$ cat src/hw/rtl/hpj_pkg.sv
// ============================================================================
// Heat plate relaxation package
// Shared widths, codes, reset values and payload types of the heat plate
// Jacobi relaxation block.
// ============================================================================
package hpj_pkg;

    // Field widths.
    localparam int TEMP_W    = 24;
    localparam int ITER_W    = 20;
    localparam int OP_W      = 2;
    localparam int COORD_W   = 6;
    localparam int CFG_IDX_W = 1;
    localparam int CFG_W     = 24;

    // Default grid size.
    localparam int GRID_ROWS_DEF = 64;
    localparam int GRID_COLS_DEF = 64;

    // Register reset values: epsilon is about 0.1 in Q8.16.
    localparam logic [TEMP_W-1:0] EPS_RESET  = 24'd6554;
    localparam logic [ITER_W-1:0] ITER_RESET = 20'hFFFFF;

    // Configuration register indexes.
    localparam logic [CFG_IDX_W-1:0] CFG_EPSILON  = 1'd0;
    localparam logic [CFG_IDX_W-1:0] CFG_MAX_ITER = 1'd1;

    // Operation codes.
    localparam logic [OP_W-1:0] OP_LOAD = 2'd0;
    localparam logic [OP_W-1:0] OP_RUN  = 2'd1;
    localparam logic [OP_W-1:0] OP_READ = 2'd2;

    // Input item.
    typedef struct packed {
        logic [OP_W-1:0]    op;
        logic [COORD_W-1:0] row;
        logic [COORD_W-1:0] col;
        logic [TEMP_W-1:0]  temperature;
        logic               locked;
    } t_in;

    // Result item.
    typedef struct packed {
        logic [TEMP_W-1:0] cell_value;
        logic              cell_locked;
        logic [ITER_W-1:0] sweep_count;
        logic              converged;
    } t_out;

    // Operations of the shared stencil unit.
    typedef enum logic [1:0] {
        ALU_HOLD   = 2'd0,
        ALU_CENTER = 2'd1,
        ALU_FIRST  = 2'd2,
        ALU_ADD    = 2'd3
    } t_alu_op;

    // Stencil unit results for the cell just gathered.
    typedef struct packed {
        logic [TEMP_W-1:0] new_temp;
        logic              over_tol;
    } t_alu_res;

    // Memory port controls from the sequencer.
    typedef struct packed {
        logic we_a;
        logic we_b;
        logic we_lock;
        logic lock_val;
        logic rd_b;
    } t_mem_ctl;

endpackage

$ cat src/hw/rtl/hpj_alu.sv
// ============================================================================
// Heat plate stencil unit
// Gathers the center and the four neighbors of one cell, one word a cycle,
// and forms the relaxed value and the out-of-tolerance flag.
// ============================================================================
module hpj_alu
    import hpj_pkg::*;
(
    input  logic              i_clk,
    input  t_alu_op           i_op,
    input  logic [TEMP_W-1:0] i_rd_data,
    input  logic [TEMP_W-1:0] i_epsilon,
    output t_alu_res          o_res
);

    localparam int ACC_W = TEMP_W + 2;
    localparam int SUM_W = TEMP_W + 3;

    logic [TEMP_W-1:0] r_center;
    logic [ACC_W-1:0]  r_acc;
    logic [SUM_W-1:0]  w_total;
    logic [TEMP_W-1:0] w_mean;
    logic [TEMP_W-1:0] w_diff;

    // Shared accumulator: one read word is taken in each cycle that the op is not ALU_HOLD.
    always_ff @(posedge i_clk) begin
        case (i_op)
            ALU_CENTER: r_center <= i_rd_data;
            ALU_FIRST:  r_acc    <= ACC_W'(i_rd_data);
            ALU_ADD:    r_acc    <= r_acc + ACC_W'(i_rd_data);
            default: begin
            end
        endcase
    end

    // Relaxed value is (neighbor sum + 4 * center) / 8, truncated.
    assign w_total = SUM_W'(r_acc) + SUM_W'({r_center, 2'b00});

    // Neighbor mean and its distance from the center.
    assign w_mean = r_acc[ACC_W-1:2];
    assign w_diff = (r_center > w_mean) ? (r_center - w_mean) : (w_mean - r_center);

    assign o_res.new_temp = w_total[SUM_W-1:3];
    assign o_res.over_tol = (w_diff > i_epsilon);

endmodule

$ cat config.mk
export PLATFORM = sky130hd
export DESIGN_NAME = hpj_alu
export DESIGN_NICKNAME = d
export VERILOG_FILES = /design/src/hw/rtl/hpj_pkg.sv /design/src/hw/rtl/hpj_alu.sv
export SDC_FILE = /design/constraint.sdc
export NUM_CORES = 1
export LEC_CHECK = 0
export BUFFER_PORTS_ARGS = -buffer_cell sky130_fd_sc_hd__buf_2
export CORE_ASPECT_RATIO = 0.6
export CORE_MARGIN = 4
export CORE_UTILIZATION = 64
export DETAILED_ROUTE_END_ITERATION = 6
export MAX_ROUTING_LAYER = met4
export PLACE_DENSITY = 0.86
export SLEW_MARGIN = 20
export SYNTH_ARGS = -nofsm -noshare
export SYNTH_HDL_FRONTEND = slang
export SYNTH_SLANG_ARGS = --single-unit
$ cat constraint.sdc
create_clock -name i_clk -period 10.4 [get_ports i_clk]
set_input_delay 0 -clock i_clk [delete_from_list [all_inputs] [get_ports i_clk]]
set_output_delay 0 -clock i_clk [all_outputs]
set_load 0.1 [all_outputs]
==> flow_summary.ini <==
[floorplanning]
core_um2 = 11300
fp-row-count = 30
initial_core_util_pct = 65.38
fp.dieW_um = 146.7
die_y_um = 91.22
io_pins = 76
dieArea_um2 = 13380

[global_routing]
grt_pass1_wl_um = 31170
first_global_vias = 6177
antenna_found_initial = 0
grt_max_degree = 51
gr-total-overflow = 0
globalRouteTotalUtil_pct = 28.87

[final_layout]
diodes = 0
fin_nets = 1122
stdcell_count = 1108
drive_above_1_share_pct = 12.34
area_growth_pct = 9.502

[synthesis]
synth-seq-area-share_pct = 20.33
synth_nets = 1046
synth_cell_types = 81
async_flop_share_pct = 0
syn_avg_cell_area_um2 = 8.471
synth_area_leader_cell = edfxtp_1
synthTopCellsByArea = edfxtp_1, ha_1, xnor2_1
syn_inst = 872
synth-main-ff-cell = edfxtp_1
synth-seq-cells = 50
synth_edf_count = 50
netlist.area_leader.share_pct = 20.33
synth_warnings = 0
netlist_area_um2 = 7387

[detailed_routing]
drc_errors = 0
wire_per_inst_um = 17.30
viasPerCell = 6.159
ant_nets = 0
via_count = 6824
wirelength_um = 19170
drtIter0Drc = 675
first_pass_iters = 5

[clock_tree]
cts_buffers = 5
cts_buffer_depth = 2
post_cts_buffers = 0
cts_tree = built
clock_latency_ns = 0.29
cts_sinks = 50
cts.clk_slew.worst_paths_ns = 0.07
cts_max_level = 2
root_buffer = clkbuf_16
postCtsHoldBufs = 24
cts_resized = 0

[worst_setup_path]
cp_slowest_cell = o21ai_4
crit_path_cell_trace = ha_1 > nand2_1 > o21ai_1 > a221oi_2 > o21ai_1 > o21ai_4 > mux2_2 > ha_1 > nor2b_1 > o21ai_0 > nand2b_1 > a21oi_1 > o21ai_0 > a21o_1 > a21oi_1 > a31oi_1 > buf_2
crit_type = reg -> out
crit_path_end_kind = output port
cp_data_arrival_time_ns = 5.25
cp.required_ns = 10.40
slowest_delay_ns = 0.91
path_max_fanout = 33
start_kind = flop

[sta]
finalSetupViolCount = 0
finalHoldViolCount = 0
tns_ns = 0
period_share_pct = 50.44
worst_pin_slew_ns = 1.101
rsz0062_at_grt = false
slew_headroom_pct = 26.31
fmax_ghz = 0.1906
skew_ns = 0.004842
slew_violations = 0
fin_crit_ns = 5.246

[min_path]
hp-class = in -> reg

[placed_design]
gp_congestion = 1.022
port_buffers = 75
placed_cells = 1077
hpwl_um = 15250

[power_and_ir_drop]
p_per_area_nw_per_um2 = 154.1
leakagePower_nw = 3.827
peakVddDrop_uv = 130.1
power_mw = 1.246

[outcome]
status = complete, no violations

[flow_run]
maxCapViolations = 0
==> path summary, 6_finish.rpt <==
path              startpoint   endpoint  slack, ns  depth (start not counted)
setup / recovery   r_acc[20]   o_res[0]       5.15                         17
hold / removal       i_op[0]  r_acc[22]       0.12                          2
setup reg to reg    r_acc[3]  r_acc[25]       7.18                          9
hold reg to reg     r_acc[0]   r_acc[0]       0.68                          2
==> critical path, delay by kind of cell (launching register included) <==
kind,cells,cell delay (ns)
flops,1,0.49
buf+inv,1,0.45
simple gates,3,0.37
compound gates,10,2.39
mux,1,0.43
fa+ha+maj,2,0.82
==> cells in the mapped netlist, drive strengths merged (2+ instances only) <==
cell type  instances
a211o              3
ha               119
edfxtp            50
and3               9
o31ai             10
a211oi            10
a221o              3
a31oi              7
o21a               7
a21boi             4
nand2b            11
o31a               4
nand3             19
o2111ai            2
nor4               2
nor3b              3
nor2              52
a311oi             4
xor2              16
fa                 4
o311ai             3
nand2             55
nor2b             12
a21o              38
mux2i              8
nand4             15
clkbuf            19
o211ai             7
o21ai             55
a221oi             4
buf               12
mux2               3
a21oi             79
and2               5
inv              103
o41ai              7
o21bai            22
or3                6
nor3              18
or4                3
xnor2             44
==> state kept, by name, summed over array words and instances (netlist names) <==
register / count
r_center: 24
r_acc: 26
==> kinds of logic (layout without fill, tap and decap cells) <==
group           count (synthesis)  after routing  share of synthesized area (%)
buf+inv                       135            211                          8.960
simple gates                  214            214                          14.72
flops                          50             50                          20.33
xor+xnor                       60             60                          7.114
compound gates                279            279                          26.10
mux                            11             11                          1.541
fa+ha+maj                     123            123                          21.24
==> placed cells by master (no fill, tap or decap), types with 8 or more instances in the layout <==
master           n
a21oi_1         74
nor2b_1         11
o31ai_1          9
nand3_1         17
xor2_1          16
nand2b_1        11
nor3_1          15
mux2i_1          8
nand2_1         55
o21ai_0         48
a211oi_1         9
a21o_1          38
dlygate4sd3_1   24
buf_2           75
nor2_1          52
o21bai_1        22
edfxtp_1        50
inv_1          100
and3_1           9
nand4_1         14
ha_1           119
xnor2_1         44
==> layer usage <==
metal / up-vias / global-route usage [%] / share of wire (%)
met5: - / - / 0
met4: 0 / 3.991 / 0.98
met3: 22 / 4.140 / 12
met2: 393 / 40.06 / 39
met1: 3124 / 45.05 / 47
li1: 3285 / - / -
==> per-stage QoR <==
stage / hold WS [ns] / area [µm²] / utilization [%] / setup slack [ns]
after floorplan: 0.09887 / 7387 / - / 5.390
after global placement: 0.2121 / 7704 / 68.18 / 5.578
after detailed placement: 0.2140 / 7704 / 68.18 / 5.499
after CTS: 0.1205 / 8084 / 71.55 / 5.185
after global routing: 0.1351 / 8089 / 71.59 / 4.663
final: 0.1196 / 8089 / 71.59 / 5.154
==> power by group <==
part / switching, mW / internal, mW / total (mW)
registers: 0.0201 / 0.242 / 0.262
clock network: 0.0707 / 0.0878 / 0.158
logic: 0.569 / 0.256 / 0.826
total: 0.660 / 0.586 / 1.25
==> area by class of cell <==
cell class                 instances  area (µm²)
clock inverter                     2       15.01
inverter                         104       392.9
sequential                        50        1501
timing repair buffer             100       623.1
multi-input combinational        687        5231
clock buffer                       5       125.1
tap                              160       200.2
fill                             845        3209
No activity file was read; power rests on OpenSTA's default activity.
