File: src/hw/rtl/hpj_pkg.sv
// ============================================================================
// Heat plate relaxation package
// Shared widths, codes, reset values and payload types of the heat plate
// Jacobi relaxation block.
// ============================================================================
package hpj_pkg;

    // Field widths.
    localparam int TEMP_W    = 24;
    localparam int ITER_W    = 20;
    localparam int OP_W      = 2;
    localparam int COORD_W   = 6;
    localparam int CFG_IDX_W = 1;
    localparam int CFG_W     = 24;

    // Default grid size.
    localparam int GRID_ROWS_DEF = 64;
    localparam int GRID_COLS_DEF = 64;

    // Register reset values: epsilon is about 0.1 in Q8.16.
    localparam logic [TEMP_W-1:0] EPS_RESET  = 24'd6554;
    localparam logic [ITER_W-1:0] ITER_RESET = 20'hFFFFF;

    // Configuration register indexes.
    localparam logic [CFG_IDX_W-1:0] CFG_EPSILON  = 1'd0;
    localparam logic [CFG_IDX_W-1:0] CFG_MAX_ITER = 1'd1;

    // Operation codes.
    localparam logic [OP_W-1:0] OP_LOAD = 2'd0;
    localparam logic [OP_W-1:0] OP_RUN  = 2'd1;
    localparam logic [OP_W-1:0] OP_READ = 2'd2;

    // Input item.
    typedef struct packed {
        logic [OP_W-1:0]    op;
        logic [COORD_W-1:0] row;
        logic [COORD_W-1:0] col;
        logic [TEMP_W-1:0]  temperature;
        logic               locked;
    } t_in;

    // Result item.
    typedef struct packed {
        logic [TEMP_W-1:0] cell_value;
        logic              cell_locked;
        logic [ITER_W-1:0] sweep_count;
        logic              converged;
    } t_out;

    // Operations of the shared stencil unit.
    typedef enum logic [1:0] {
        ALU_HOLD   = 2'd0,
        ALU_CENTER = 2'd1,
        ALU_FIRST  = 2'd2,
        ALU_ADD    = 2'd3
    } t_alu_op;

    // Stencil unit results for the cell just gathered.
    typedef struct packed {
        logic [TEMP_W-1:0] new_temp;
        logic              over_tol;
    } t_alu_res;

    // Memory port controls from the sequencer.
    typedef struct packed {
        logic we_a;
        logic we_b;
        logic we_lock;
        logic lock_val;
        logic rd_b;
    } t_mem_ctl;

endpackage

File: src/hw/rtl/hpj_ctrl.sv
// ============================================================================
// Heat plate sequencer
// Clears the locked map after reset, handles load and read items, and steps
// the stencil unit through the sweep and check passes of a run.
// ============================================================================
module hpj_ctrl
    import hpj_pkg::*;
#(
    parameter int GRID_ROWS = GRID_ROWS_DEF,
    parameter int GRID_COLS = GRID_COLS_DEF,
    localparam int CELLS    = GRID_ROWS * GRID_COLS,
    localparam int AW       = $clog2(CELLS),
    localparam int RW       = $clog2(GRID_ROWS),
    localparam int CW       = $clog2(GRID_COLS)
) (
    input  logic              i_clk,
    input  logic              i_rst_n,
    input  logic              i_in_valid,
    output logic              o_in_ready,
    input  t_in               i_in,
    input  logic [ITER_W-1:0] i_max_iter,
    input  logic [TEMP_W-1:0] i_plate_data,
    input  logic              i_lock_data,
    input  t_alu_res          i_alu,
    output t_alu_op           o_alu_op,
    output t_mem_ctl          o_mem,
    output logic [AW-1:0]     o_waddr,
    output logic [AW-1:0]     o_raddr,
    output logic [TEMP_W-1:0] o_wdata,
    output logic              o_res_valid,
    input  logic              i_res_ready,
    output t_out              o_res
);

    typedef enum logic [6:0] {
        S_CLEAR  = 7'b0000001,
        S_IDLE   = 7'b0000010,
        S_LOAD   = 7'b0000100,
        S_READ   = 7'b0001000,
        S_RUN    = 7'b0010000,
        S_CELL   = 7'b0100000,
        S_RESULT = 7'b1000000
    } t_state;

    // Steps of one cell visit.
    localparam logic [2:0] STEP_ISSUE  = 3'd0;
    localparam logic [2:0] STEP_CENTER = 3'd1;
    localparam logic [2:0] STEP_NORTH  = 3'd2;
    localparam logic [2:0] STEP_SOUTH  = 3'd3;
    localparam logic [2:0] STEP_WEST   = 3'd4;
    localparam logic [2:0] STEP_EAST   = 3'd5;
    localparam logic [2:0] STEP_FINAL  = 3'd6;

    t_state            r_state, n_state;
    logic [2:0]        r_step, n_step;
    logic [RW-1:0]     r_r, n_r;
    logic [CW-1:0]     r_c, n_c;
    logic [AW-1:0]     r_k, n_k;
    logic [OP_W-1:0]   r_op, n_op;
    logic              r_inside, n_inside;
    logic              r_edge, n_edge;
    logic [TEMP_W-1:0] r_temp, n_temp;
    logic              r_lock, n_lock;
    logic              r_cur_b, n_cur_b;
    logic              r_check, n_check;
    logic [ITER_W-1:0] r_count, n_count;
    logic              r_conv, n_conv;

    logic              w_in_inside;
    logic              w_in_edge;
    logic [AW-1:0]     w_in_k;
    logic [ITER_W-1:0] w_limit;
    logic              w_last_cell;
    logic              w_cell_done;

    // Decode of the incoming cell address.
    assign w_in_inside = (32'(i_in.row) < GRID_ROWS) && (32'(i_in.col) < GRID_COLS);
    assign w_in_edge   = (i_in.row == '0) || (i_in.col == '0)
                      || (32'(i_in.row) == GRID_ROWS - 1)
                      || (32'(i_in.col) == GRID_COLS - 1);
    assign w_in_k      = AW'(AW'(i_in.row) * AW'(GRID_COLS) + AW'(i_in.col));

    // A sweep limit of zero acts as one.
    assign w_limit = (i_max_iter == '0) ? ITER_W'(1) : i_max_iter;

    assign w_last_cell = (r_r == RW'(GRID_ROWS - 2)) && (r_c == CW'(GRID_COLS - 2));

    assign o_in_ready = (r_state == S_IDLE);
    assign o_waddr    = r_k;
    assign o_wdata    = (r_state == S_CELL) ? i_alu.new_temp : r_temp;

    // Sequencer next state.
    always_comb begin
        n_state     = r_state;
        n_step      = r_step;
        n_r         = r_r;
        n_c         = r_c;
        n_k         = r_k;
        n_op        = r_op;
        n_inside    = r_inside;
        n_edge      = r_edge;
        n_temp      = r_temp;
        n_lock      = r_lock;
        n_cur_b     = r_cur_b;
        n_check     = r_check;
        n_count     = r_count;
        n_conv      = r_conv;
        o_alu_op    = ALU_HOLD;
        o_mem       = '0;
        o_mem.rd_b  = r_cur_b;
        o_raddr     = r_k;
        o_res_valid = 1'b0;
        w_cell_done = 1'b0;

        case (r_state)
            S_CLEAR: begin
                o_mem.we_lock = 1'b1;
                if (r_k == AW'(CELLS - 1)) begin
                    n_k     = '0;
                    n_state = S_IDLE;
                end else begin
                    n_k = r_k + AW'(1);
                end
            end

            S_IDLE: begin
                if (i_in_valid) begin
                    n_op     = i_in.op;
                    n_inside = w_in_inside;
                    n_edge   = w_in_edge;
                    n_k      = w_in_k;
                    n_temp   = i_in.temperature;
                    n_lock   = i_in.locked;
                    n_count  = '0;
                    n_check  = 1'b0;
                    n_conv   = 1'b0;
                    case (i_in.op)
                        OP_LOAD: n_state = S_LOAD;
                        OP_RUN:  n_state = S_RUN;
                        OP_READ: n_state = S_READ;
                        default: n_state = S_RESULT;
                    endcase
                end
            end

            S_LOAD: begin
                // A load lands in both buffers.
                if (r_inside) begin
                    o_mem.we_a     = 1'b1;
                    o_mem.we_b     = 1'b1;
                    o_mem.we_lock  = 1'b1;
                    o_mem.lock_val = r_lock;
                end
                n_state = S_RESULT;
            end

            S_READ: begin
                n_state = S_RESULT;
            end

            S_RUN: begin
                // Start a pass at the first interior cell.
                n_r     = RW'(1);
                n_c     = CW'(1);
                n_k     = AW'(GRID_COLS + 1);
                n_step  = STEP_ISSUE;
                n_state = S_CELL;
            end

            S_CELL: begin
                case (r_step)
                    STEP_ISSUE: begin
                        n_step = STEP_CENTER;
                    end
                    STEP_CENTER: begin
                        if (i_lock_data) begin
                            w_cell_done = 1'b1;
                        end else begin
                            o_alu_op = ALU_CENTER;
                            o_raddr  = r_k - AW'(GRID_COLS);
                            n_step   = STEP_NORTH;
                        end
                    end
                    STEP_NORTH: begin
                        o_alu_op = ALU_FIRST;
                        o_raddr  = r_k + AW'(GRID_COLS);
                        n_step   = STEP_SOUTH;
                    end
                    STEP_SOUTH: begin
                        o_alu_op = ALU_ADD;
                        o_raddr  = r_k - AW'(1);
                        n_step   = STEP_WEST;
                    end
                    STEP_WEST: begin
                        o_alu_op = ALU_ADD;
                        o_raddr  = r_k + AW'(1);
                        n_step   = STEP_EAST;
                    end
                    STEP_EAST: begin
                        o_alu_op = ALU_ADD;
                        n_step   = STEP_FINAL;
                    end
                    STEP_FINAL: begin
                        if (!r_check) begin
                            // Sweep: write the other buffer.
                            o_mem.we_a  = r_cur_b;
                            o_mem.we_b  = ~r_cur_b;
                            w_cell_done = 1'b1;
                        end else if (i_alu.over_tol) begin
                            // Not steady: the check pass ends here.
                            n_step = STEP_ISSUE;
                            if (r_count >= w_limit) begin
                                n_conv  = 1'b0;
                                n_state = S_RESULT;
                            end else begin
                                n_check = 1'b0;
                                n_state = S_RUN;
                            end
                        end else begin
                            w_cell_done = 1'b1;
                        end
                    end
                    default: begin
                        n_step = STEP_ISSUE;
                    end
                endcase

                // Move on to the next interior cell or close the pass.
                if (w_cell_done) begin
                    n_step = STEP_ISSUE;
                    if (w_last_cell) begin
                        if (!r_check) begin
                            n_cur_b = ~r_cur_b;
                            n_count = r_count + ITER_W'(1);
                            n_check = 1'b1;
                            n_state = S_RUN;
                        end else begin
                            n_conv  = 1'b1;
                            n_state = S_RESULT;
                        end
                    end else if (r_c == CW'(GRID_COLS - 2)) begin
                        n_r = r_r + RW'(1);
                        n_c = CW'(1);
                        n_k = r_k + AW'(3);
                    end else begin
                        n_c = r_c + CW'(1);
                        n_k = r_k + AW'(1);
                    end
                end
            end

            S_RESULT: begin
                o_res_valid = 1'b1;
                if (i_res_ready) begin
                    n_state = S_IDLE;
                end
            end

            default: begin
                n_state = S_IDLE;
            end
        endcase
    end

    // Result fields: only the fields of the item's own op are nonzero.
    always_comb begin
        o_res = '0;
        if (r_op == OP_READ && r_inside) begin
            o_res.cell_value  = i_plate_data;
            o_res.cell_locked = i_lock_data | r_edge;
        end
        if (r_op == OP_RUN) begin
            o_res.sweep_count = r_count;
            o_res.converged   = r_conv;
        end
    end

    // Control registers.
    always_ff @(posedge i_clk) begin
        if (!i_rst_n) begin
            r_state <= S_CLEAR;
            r_step  <= STEP_ISSUE;
            r_r     <= RW'(1);
            r_c     <= CW'(1);
            r_k     <= '0;
            r_op    <= OP_LOAD;
            r_cur_b <= 1'b0;
            r_check <= 1'b0;
            r_count <= '0;
            r_conv  <= 1'b0;
        end else begin
            r_state <= n_state;
            r_step  <= n_step;
            r_r     <= n_r;
            r_c     <= n_c;
            r_k     <= n_k;
            r_op    <= n_op;
            r_cur_b <= n_cur_b;
            r_check <= n_check;
            r_count <= n_count;
            r_conv  <= n_conv;
        end
    end

    // Request payload registers.
    always_ff @(posedge i_clk) begin
        r_inside <= n_inside;
        r_edge   <= n_edge;
        r_temp   <= n_temp;
        r_lock   <= n_lock;
    end

`ifndef SYNTHESIS
    // The cell counters stay inside the interior of the grid.
    a_interior: assert property (@(posedge i_clk) disable iff (!i_rst_n)
        (r_state == S_CELL) |-> (r_r != '0 && r_c != '0
            && r_r <= RW'(GRID_ROWS - 2) && r_c <= CW'(GRID_COLS - 2)))
        else $error("cell counters left the interior");

    // The linear address tracks row and column.
    a_addr: assert property (@(posedge i_clk) disable iff (!i_rst_n)
        (r_state == S_CELL) |-> (r_k == AW'(AW'(r_r) * AW'(GRID_COLS) + AW'(r_c))))
        else $error("cell address out of step with row and column");

    // Sweep writes go only to the buffer that is not being read.
    a_dst: assert property (@(posedge i_clk) disable iff (!i_rst_n)
        (r_state == S_CELL && (o_mem.we_a || o_mem.we_b))
            |-> (!r_check && (o_mem.we_a == r_cur_b) && (o_mem.we_b == !r_cur_b)))
        else $error("sweep write to the source buffer");

    // A sweep pass is only started below the sweep limit.
    a_limit: assert property (@(posedge i_clk) disable iff (!i_rst_n)
        (r_state == S_CELL && !r_check) |-> (r_count < w_limit))
        else $error("sweep beyond the limit");

    // A locked cell is skipped right after its flag is read.
    a_skip: assert property (@(posedge i_clk) disable iff (!i_rst_n)
        (r_state == S_CELL && r_step == STEP_CENTER && i_lock_data)
            |=> (r_step == STEP_ISSUE))
        else $error("locked cell was not skipped");
`endif

endmodule

File: config.mk
export PLATFORM = sky130hd
export DESIGN_NAME = hpj_ctrl
export DESIGN_NICKNAME = d
export VERILOG_FILES = /design/src/hw/rtl/hpj_pkg.sv /design/src/hw/rtl/hpj_ctrl.sv
export SDC_FILE = /design/constraint.sdc
export NUM_CORES = 1
export LEC_CHECK = 0
export BUFFER_PORTS_ARGS = -buffer_cell sky130_fd_sc_hd__buf_4
export CORE_ASPECT_RATIO = 0.9
export CORE_UTILIZATION = 57
export CTS_BUF_LIST = sky130_fd_sc_hd__clkbuf_4 sky130_fd_sc_hd__clkbuf_8
export DETAILED_ROUTE_END_ITERATION = 10
export PLACE_DENSITY_LB_ADDON = 0.12
export SLEW_MARGIN = 20
export SYNTH_ARGS = -nofsm -noshare
export SYNTH_HDL_FRONTEND = slang
export SYNTH_SLANG_ARGS = --single-unit
File: constraint.sdc
create_clock -name i_clk -period 4.9 [get_ports i_clk]
set_input_delay 0.49 -clock i_clk [delete_from_list [all_inputs] [get_ports i_clk]]
set_output_delay 0.49 -clock i_clk [all_outputs]
set_load 0.01 [all_outputs]
==> impl_results.md, run 1 <==
- Final Setup Violations: 0
- Synthesized Nets: 989
- Max-slew violations: 0
- CTS tree: done
- Core Footprint: between 10,000 and 15,000 um^2
- Total iterations of the first detailed-routing run: 8
- Final GP Congestion: 0.972
- DRC Markers: 0
- # port buffers: roughly 220
- Global-route wire length before repair: 31.9 mm
- Die area: between 10,000 and 15,000 um^2
- CTS root buf: clkbuf_8
- Via/cell ratio: 6.04
- Starting Density: 59.1%
- Peak supply drop: roughly 0.22 mV
- Switching share of power: 29.7%
- P_int: 1.18 mW
- Routed Antenna Nets: 0
- Initial DRC Count: around 730
- DIE HEIGHT: ~100 um
- Slew Limit Headroom: 30.4%
- Average cell area after synthesis: roughly 7.6 um^2
- Clock-pin slew on the worst setup and hold paths: 0.09 ns
- CTS buffer count: 9
- Yosys cell types: 75
- IO Pins: roughly 220
- RSZ-0062 raised after global routing: false
- Hold Buf Count CTS: 0
- Number of synthesized register bits: 85
- Critical Path RT: 4.41 ns
- Final min period: ~3.6 ns
- CTS Buffer Depth: 2
- Nets: 1,167
- Largest net degree at the start of global routing: between 50 and 60
- Worst-Margin Slew: 1.04 ns
- Post-Synth XOR/XNOR Area: around 3.5%
- Seq pwr share: a little under half
- DIE WIDTH: roughly 110 um
- CP arrival: 3.08 ns
- Clock power frac: about a third
- Hold WS: 0.297 ns
- CP Launch Type: flip-flop
- Mux cell area share after synthesis: 0.349%
- Synth Area in Simple Gates: 33.1%
- Max_cap viols: 0
- Max Clk Rate: ~0.28 GHz
- Ys flop type: dfxtp_1
- Rows: 36
- Post-Syn Instances: roughly 850
- Postcts setup bufs: 0
- Resize count post-CTS: 0
- Clk sink count: between 80 and 90
- Post-synth EDFFs: 26
- Post-DP HPWL: roughly 16 mm
- Critical path class: reg -> out
- Ys Warns: 0
- Status: completed
- Final core utilization: roughly three quarters
- Crit share post-route: 72.9%
- Synth-to-layout area growth: 28.6%
- Sw power: between 0.4 and 0.5 mW
- Setup Skew: 0.0117 ns
- Via count of the routed design: around 7,000
- GRT Total Usage: between 30% and 40%
- Wirelength per Cell: 17.9 um
- Worst hold path type: in -> reg
- Compound-gate portion of the synthesized area: around a fifth
- Setup TNS Final: 0 ns
- WL final: between 20 and 25 mm
- CP max FO: 29
- Gr ovfl total: 0
- Largest family of logic cells by synthesized area: simple AND/OR/NAND/NOR gates
- Initial antenna violation count: 0
- Static Leak: about 3.6 nW
- PwrDens: approximately 200 nW/um^2
- Fraction of registers with async set/reset: 0%
- H-Tree Depth: 3
- Comb pwr share: 19.4%
- Worst-Skew Late Latency: 0.37 ns
- Share of cells above drive strength 1: between 20% and 30%
- Crit end category: primary output
- Design Power: approximately 1.7 mW
- Number of global-route vias before repair: approximately 6,200
- Area share of fa/ha/maj cells after synthesis: under 10%
- Register area share after synthesis: 30.4%
- Final Hold Vio Count: 0
- Mapped Area: 6450 um^2
- ANT cells: 0
cell usage after synthesis (4+ instances only):
cell type | count | area [um^2]
nor2b_1 | 5 | 31.3
a221oi_1 | 8 | 70.1
nand2b_1 | 9 | 56.3
dfxtp_1 | 59 | 1180
clkbuf_1 | 38 | 143
nor4_1 | 9 | 56.3
nand4_1 | 16 | 100
o211ai_1 | 7 | 52.6
xnor2_1 | 16 | 140
inv_1 | 42 | 158
o21ai_0 | 38 | 190
and2_1 | 52 | 325
nand4b_1 | 6 | 52.6
ha_1 | 29 | 363
and4_1 | 7 | 61.3
nand3_1 | 24 | 120
o22ai_1 | 9 | 56.3
buf_2 | 6 | 30.0
nor2_1 | 72 | 270
a21oi_1 | 56 | 280
or2_2 | 5 | 31.3
xor2_1 | 10 | 87.6
o2111ai_1 | 4 | 35.0
a31oi_1 | 4 | 25.0
o32ai_1 | 5 | 43.8
a222oi_1 | 4 | 40.0
and3_1 | 9 | 56.3
nand3b_1 | 6 | 45.0
a211oi_1 | 9 | 67.6
edfxtp_1 | 26 | 781
o21a_1 | 4 | 30.0
buf_1 | 4 | 15.0
or3_1 | 19 | 119
o31ai_1 | 9 | 67.6
nor3_1 | 21 | 105
a22oi_1 | 4 | 30.0
or4_1 | 7 | 52.6
nand2_1 | 129 | 484
placed cells by master (no fill, tap or decap), types with 7 or more instances in the layout:
master and instances:
buf_4 220, nand2_1 129, nor2_1 72, dfxtp_1 59, a21oi_1 56, and2_1 52
inv_1 42, o21ai_0 38, ha_1 29, edfxtp_1 26, nand3_1 23, nor3_1 21
or3_1 19, nand4_1 16, xnor2_1 16, xor2_1 10, nand2b_1 9, nor4_1 9
and3_1 9, o31ai_1 9, o22ai_1 9, a211oi_1 9, clkbuf_8 9, a221oi_1 8
or4_1 7, and4_1 7, o211ai_1 7
state kept, by name, summed over array words and instances, names as in the netlist, 2 cells and up:
register  cells
o_waddr      12
r_c           6
r_count      20
r_op          2
r_r           6
r_state       7
r_step        3
r_temp       24
power groups by stage:
stage	combinational, mW	clock, mW	sequential, mW
final	0.326	0.572	0.782
after global routing	0.352	0.611	0.784
after CTS	0.319	0.580	0.779
after detailed placement	0.317	0	0.796
after global placement	0.313	0	0.796
after floorplan	0.186	0	0.767
path summary, 6_finish.rpt:
check / slack, ns / endpoint / start / depth (start not counted)
worst min register to register: 0.53 / r_op[1] / r_op[1] / 2
worst max-delay path: 1.33 / o_raddr[3] / r_step[2] / 8
worst min-delay path: 0.30 / r_temp[2] / i_in[3] / 1
worst max register to register: 1.72 / r_count[19] / r_step[2] / 6
per-layer routing:
layer  track usage (%)  wire (um)  vias to the layer above
met5                 0          0                        -
met4              11.4        518                        0
met3              7.52       2060                       50
met2              56.2       9760                      417
met1              47.0       8790                     3250
li1                  -          -                     3422
cell families after synthesis:
group / after synthesis
and+or+nand+nor: 412
AOI/OAI and AO/OA: 196
buffers and inverters: 98
DFF: 85
adders and majority gates: 29
xor gates and xnor gates: 26
muxes: 1
critical path, cell delays in order (launching register included):
cell,delay [ns]
dfxtp_1,0.91
nor3b_1,0.61
buf_4,0.26
nand3_1,0.08
mux4_2,0.47
nand2_1,0.08
a31oi_1,0.04
nor2_1,0.13
buf_4,0.13
final cells by class:
type | instances | area [um^2]
clock buffer | 9 | 124
clock inverter | 7 | 103
fill | 854 | 2610
inverter | 45 | 169
multi-input combinational | 664 | 4090
sequential | 85 | 1960
tap | 152 | 190
timing repair buffer | 220 | 1650
stage by stage:
step | cells | cell area [um^2] | setup WS [ns]
global route | 1182 | 8290 | 1.14
floorplan | 847 | 6450 | 2.32
detailed placement | 1166 | 8060 | 1.83
CTS | 1182 | 8290 | 1.41
global placement | 1166 | 8060 | 1.88
finish | 1182 | 8290 | 1.33
(Power assumes the default switching activity.)
==> run 2, diff against run 1 <==
Settings changed: ABC_AREA set to 1, CORE_UTILIZATION 57 to 53.
Clock period 4.9 ns to 3.34 ns, I/O delays scaled along.
==> impl_results.md, run 2 <==
- Status: completed
- Number of global-route vias before repair: 6,705 (+7.9%)
- Crit share post-route: between 80% and 90%
- Yosys cell types: 57 (-24%)
- Worst hold path type: in -> reg
- CP Launch Type: flip-flop
- Dominant cell type by area after synthesis: dfxtp_1
- Post-Synth XOR/XNOR Area: 3.11% (-0.42 points)
- Synth-to-layout area growth: 29.2%
- Share of the synthesized area in the top cell type: 18.2% (-0.096 points)
- Post-Syn Instances: 999 (+18%)
- Seq pwr share: 44.4% (-2.2 points)
- Largest net degree at the start of global routing: 49 (-13%)
- Final std cells w/o fill: 1,358 (+15%)
- CTS tree: done
- DRC Markers: 0 (unchanged)
- Rows: 37 (+2.8%)
- P_int: 1.80 mW (+53%)
- Post-DP HPWL: 16.0 mm (+0.25%)
- Number of synthesized register bits: 85 (unchanged)
- Max-slew violations: 0 (unchanged)
- Comb pwr share: 27.5% (+8.1 points)
- Routed Antenna Nets: 0 (unchanged)
- Setup Skew: 0.0127 ns (+0.000995 ns)
- Most flop-heavy register: r_temp
- Worst-Margin Slew: 1.01 ns (-0.0260 ns)
- Hold WS: 0.143 ns (-0.154 ns)
- Slowest stage cell, crit path: dfxtp_1
- Clk sink count: 85 (unchanged)
- Worst path max stage delay: 0.59 ns (-0.32 ns)
- Most common cell after layout, fill and taps aside: nand2_1
- Starting Density: 55.5% (-3.6 points)
- Peak supply drop: 0.277 mV (+24%)
- Share of cells above drive strength 1: 23.5% (-1.5 points)
- Ys flop type: dfxtp_1
- IO Pins: 216 (unchanged)
- Resize count post-CTS: 0 (unchanged)
- Worst-Skew Late Latency: 0.36 ns (about the same)
- Max FFs per register: 24 (unchanged)
- Max_cap viols: 0 (unchanged)
- Total iterations of the first detailed-routing run: 5 (-3)
- Setup TNS Final: 0 ns (unchanged)
- Die area: 12,700 um^2 (+8.0%)
- Mapped Area: 6480 um^2 (+0.52%)
- Final Hold Vio Count: 0 (unchanged)
- Fraction of registers with async set/reset: 0% (unchanged)
- Postcts setup bufs: 0 (unchanged)
- Area share of fa/ha/maj cells after synthesis: 5.60% (-0.029 points)
- Initial DRC Count: 675 (-7.3%)
- Crit end category: primary output
- Max Clk Rate: between 0.3 and 0.4 GHz
- ANT cells: 0 (unchanged)
- Largest family of logic cells by synthesized area: simple AND/OR/NAND/NOR gates
- Register area share after synthesis: 30.3% (-0.16 points)
- # port buffers: 215 (unchanged)
- PwrDens: 322 nW/um^2 (+59%)
- Sw power: 0.894 mW (+79%)
- Static Leak: 3.98 nW (+11%)
- Synthesized Nets: 1,141 (+15%)
- Top-count cell post-synth: nand2_1
- Clock power frac: 28.0% (-6.1 points)
- Cells after DPL: 1,342 (+15%)
- Initial antenna violation count: 0 (unchanged)
- Filler instances: 1,036 (+21%)
- Post-synth EDFFs: 26 (unchanged)
- Synth top area cells: dfxtp_1 18%, nand2_1 14%, edfxtp_1 12%
- Slew Limit Headroom: 32.5% (+2.1 points)
- Final GP Congestion: 0.972 (about the same)
- Switching share of power: 33.2% (+3.5 points)
- Via/cell ratio: 5.40 (-11%)
- DP Area: 8170 um^2 (+1.4%)
- Clock-pin slew on the worst setup and hold paths: 0.09 ns (about the same)
- Nets: 1,339 (+15%)
- GRT Total Usage: 32.6% (-2.3 points)
- H-Tree Depth: 3 (unchanged)
- Critical path class: reg -> out
- Synth Area in Simple Gates: 33.8% (+0.77 points)
- WL final: 20.6 mm (-2.6%)
- Global-route wire length before repair: 33.0 mm (+3.6%)
- Core Footprint: 11,700 um^2 (+7.0%)
- Wirelength per Cell: 15.2 um (-15%)
- Most frequent cells in the layout: 244 x nand2_1, 219 x buf_4, 152 x inv_1
- CTS Buffer Depth: 2 (unchanged)
- Ys Warns: 0 (unchanged)
- DIE HEIGHT: 107 um (+3.9%)
- CTS buffer count: 9 (unchanged)
- Hold Buf Count CTS: 0 (unchanged)
- CP arrival: 2.63 ns (-0.45 ns)
- Final min period: between 2 and 3 ns
- Critical Path RT: 3.01 ns (-1.40 ns)
- RSZ-0062 raised after global routing: false
- DIE WIDTH: 119 um (+3.9%)
- Final Setup Violations: 0 (unchanged)
- Gr ovfl total: 0 (unchanged)
- CTS root buf: clkbuf_8
- Mux cell area share after synthesis: 0% (-0.35 points)
- Average cell area after synthesis: 6.49 um^2 (-15%)
- CP max FO: 9 (-69%)
- Compound-gate portion of the synthesized area: 15.0% (-5.7 points)
- Final Cell Area: 8370 um^2 (+1.0%)
- Crit path cell chain: inv_1 -> nor3_1 -> nand3_1 -> xor2_1 -> or2_0 -> a31oi_1 -> buf_4
- Via count of the routed design: 7,335 (+2.7%)
- Top cells by count, synth: 244 x nand2_1, 152 x inv_1, 125 x nor2_1
run 2: cell types whose count changed after synthesis, moves of 19 or more:
cell,previous run,this run
or3_1,19,0
nor2_1,72,125
inv_1,42,152
and2_1,52,0
clkbuf_1,38,14
nand2_1,129,244
run 2: area by class of cell:
type                    instances  area, um^2  area share, %
multi-input cells             712        3730           44.6
flip-flops and latches         85        1960           23.4
repair buffers                219        1640           19.6
inverters                     170         639           7.63
well taps                     156         195           2.33
clock buffers                  12         153           1.82
clock inverters                 4        48.8          0.583
run 2: worst max-delay path, delay by kind of cell (launching register included):
kind / cells / cell delay, ns
AND/OR/NAND/NOR: 3 / 0.90
XOR/XNOR: 1 / 0.22
AO/OA/AOI/OAI: 1 / 0.18
flip-flops: 1 / 0.59
buffers and inverters: 2 / 0.38
run 2: metrics by stage:
stage	power, mW	setup slack (ns)	util (%)
2_1_floorplan	1.60	0.414	-
3_3_place_gp	1.93	0.894	70.1
3_5_place_dp	1.94	0.899	70.1
4_1_cts	2.69	0.471	71.8
5_1_grt	2.82	0.264	71.8
6_report	2.70	0.379	71.8
run 2: logic make-up (layout without fill, tap and decap cells):
family                   after synthesis  in the layout
flip-flops                            85             85
adder cells (fa/ha/maj)               29             29
AND/OR/NAND/NOR                      495            495
XOR/XNOR                              23             23
AO/OA/AOI/OAI                        165            165
buffers and inverters                202            405
run 2: worst paths after layout:
kind | cells after the start | endpoint | from | slack, ns
worst min register to register | 1 | r_c[2] | r_c[2] | 0.48
worst max register to register | 11 | o_waddr[4] | r_state[5] | 0.86
worst max-delay path | 7 | o_raddr[11] | o_waddr[7] | 0.38
worst min-delay path | 1 | r_lock | i_in[0] | 0.14
run 2: power by group through the flow:
stage	Sequential, mW	Clock (mW)	Combinational (mW)
6_report	1.20	0.756	0.742
5_1_grt	1.20	0.811	0.804
4_1_cts	1.19	0.770	0.725
3_5_place_dp	1.21	0	0.724
3_3_place_gp	1.21	0	0.717
2_1_floorplan	1.17	0	0.436
run 2: metal layers:
| metal | vias to the layer above | GRT usage [%] | share of wire [%] |
|---|---|---|---|
| met2 | 364 | 51.5 | 44 |
| met3 | 27 | 7.13 | 9.3 |
| met5 | - | 0 | 0 |
| met1 | 3295 | 44.6 | 45 |
| met4 | 0 | 9.49 | 1.5 |
| li1 | 3649 | - | - |
==> run 3, diff against run 2 <==
Settings changed: PLACE_DENSITY_LB_ADDON 0.12 to 0.08, SETUP_SLACK_MARGIN set to 0.02.
==> impl_results.md, run 3 (synthesis results as in run 2) <==
- Critical Path RT: 3.01 ns (about the same)
- CTS tree: done
- DRC Markers: 0 (unchanged)
- # port buffers: 215 (unchanged)
- Slowest stage cell, crit path: dfxtp_1
- Routed Antenna Nets: 0 (unchanged)
- Postcts setup bufs: 0 (unchanged)
- Worst-Margin Slew: 0.899 ns (-0.111 ns)
- Clk sink count: 85 (unchanged)
- Slew Limit Headroom: 39.9% (+7.4 points)
- Wirelength per Cell: 14.9 um (-1.5%)
- CP arrival: 2.64 ns (about the same)
- Worst slack at placement: 0.890 ns (-0.00903 ns)
- Die area: 12,700 um^2 (unchanged)
- Gr ovfl total: 0 (unchanged)
- Min setup slack post-route: 0.368 ns (-0.0102 ns)
- Critical path class: reg -> out
- IO Pins: 216 (unchanged)
- GRT Total Usage: 32.0% (-0.57 points)
- Final Hold Vio Count: 0 (unchanged)
- Most common cell after layout, fill and taps aside: nand2_1
- Worst path max stage delay: 0.58 ns (about the same)
- Worst hold path type: in -> reg
- Final GP Congestion: 1.03 (+5.7%)
- Starting Density: 55.5% (unchanged)
- Hold Buf Count CTS: 0 (unchanged)
- Resize count post-CTS: 0 (unchanged)
- CP Launch Type: flip-flop
- Crit share post-route: 89.0% (+0.31 points)
- Peak supply drop: 0.281 mV (+1.6%)
- Setup Skew: 0.0131 ns (+0.000386 ns)
- CTS buffer count: 9 (unchanged)
- Max_cap viols: 0 (unchanged)
- Buffers & Inverters on Critical Path: 2 (unchanged)
- Synth-to-layout area growth: 29.7%
- Via/cell ratio: 5.32 (-1.5%)
- Final min period: 2.97 ns (+0.0102 ns)
- Via count of the routed design: 7,244 (-1.2%)
- Setup TNS Final: 0 ns (unchanged)
- Largest net degree at the start of global routing: 49 (unchanged)
- Most frequent cells in the layout: 244 x nand2_1, 222 x buf_4, 152 x inv_1
- Max Clk Rate: 0.337 GHz (-0.34%)
- Final core utilization: 72.0% (+0.24 points)
- Rows: 37 (unchanged)
- Status: completed
- Nets: 1,342 (+0.22%)
- Core Footprint: 11,700 um^2 (unchanged)
- CTS root buf: clkbuf_8
- Clock-pin slew on the worst setup and hold paths: 0.09 ns (about the same)
- Static Leak: 4.00 nW (+0.44%)
- Global-route wire length before repair: 32.2 mm (-2.7%)
- CP max FO: 9 (unchanged)
- Post-DP HPWL: 15.9 mm (-1.0%)
- H-Tree Depth: 3 (unchanged)
- Number of global-route vias before repair: 6,542 (-2.4%)
- Final Setup Violations: 0 (unchanged)
- DIE HEIGHT: 107 um (unchanged)
- Max FFs per register: 24 (unchanged)
- Delay-heaviest family, CP: simple AND/OR/NAND/NOR gates
- PwrDens: 324 nW/um^2 (+0.65%)
- RSZ-0062 raised after global routing: false
- Max-slew violations: 0 (unchanged)
- CTS Buffer Depth: 2 (unchanged)
- Most flop-heavy register: r_temp
- Initial DRC Count: 669 (-0.89%)
- Worst-Skew Late Latency: 0.38 ns (+0.02 ns)
- DIE WIDTH: 119 um (unchanged)
- Share of cells above drive strength 1: 23.7% (+0.19 points)
- ANT cells: 0 (unchanged)
- Initial antenna violation count: 0 (unchanged)
- Crit end category: primary output
- WL final: 20.3 mm (-1.3%)
- Crit path cell chain: inv_1 -> nor3_1 -> nand3_1 -> xor2_1 -> or2_0 -> a31oi_1 -> buf_4
- Hold WS: 0.122 ns (-0.0215 ns)
- Total iterations of the first detailed-routing run: 7 (+2)
[run 3: cell count changes in the layout (fill, tap and decap cells not counted)]
cell | previous run | this run
buf_4 | 219 | 222
clkinv_2 | 3 | 1
inv_4 | 0 | 2
clkinv_4 | 1 | 0
inv_8 | 0 | 1
[run 3: final cells by class]
class | count | area, um^2
multi-input combinational | 712 | 3730
fill | 1033 | 3260
sequential | 85 | 1960
timing repair buffer | 222 | 1670
inverter | 170 | 639
tap | 156 | 195
clock buffer | 12 | 153
clock inverter | 4 | 53.8
[run 3: worst paths after layout]
| kind | slack, ns | cells after the start | end | start |
|---|---|---|---|---|
| max | 0.37 | 7 | o_raddr[11] | o_waddr[7] |
| min | 0.12 | 1 | r_lock | i_in[0] |
| max reg2reg | 1.01 | 8 | o_waddr[2] | o_waddr[7] |
| min reg2reg | 0.49 | 2 | r_op[1] | r_op[1] |
[run 3: through the flow]
step | std cells | cell area, um^2 | total power, mW
6_report | 1361 | 8400 | 2.72
5_1_grt | 1361 | 8400 | 2.83
4_1_cts | 1361 | 8400 | 2.71
3_5_place_dp | 1345 | 8200 | 1.93
3_3_place_gp | 1345 | 8200 | 1.92
2_1_floorplan | 999 | 6480 | 1.60
[run 3: routing by layer]
| metal | global-route usage (%) | share of wire [%] | vias up |
|---|---|---|---|
| met3 | 7.13 | 9.3 | 35 |
| met2 | 51.0 | 44 | 360 |
| met5 | 0 | 0 | - |
| met4 | 9.76 | 1.8 | 0 |
| li1 | - | - | 3650 |
| met1 | 43.3 | 45 | 3199 |
[run 3: worst reg2reg max path: stages (launching register included)]
cell,delay [ns]
dfxtp_1,0.58
ha_1,0.28
inv_1,0.08
nor2_1,0.28
nand4_1,0.21
nand2_1,0.29
nand2_1,0.21
a211oi_2,0.25
nor2_1,0.05
[run 3: power breakdown]
part / switching (mW) / internal (mW)
clock: 0.409 / 0.390
sequential: 0.0912 / 1.10
combinational: 0.412 / 0.321
total: 0.912 / 1.81
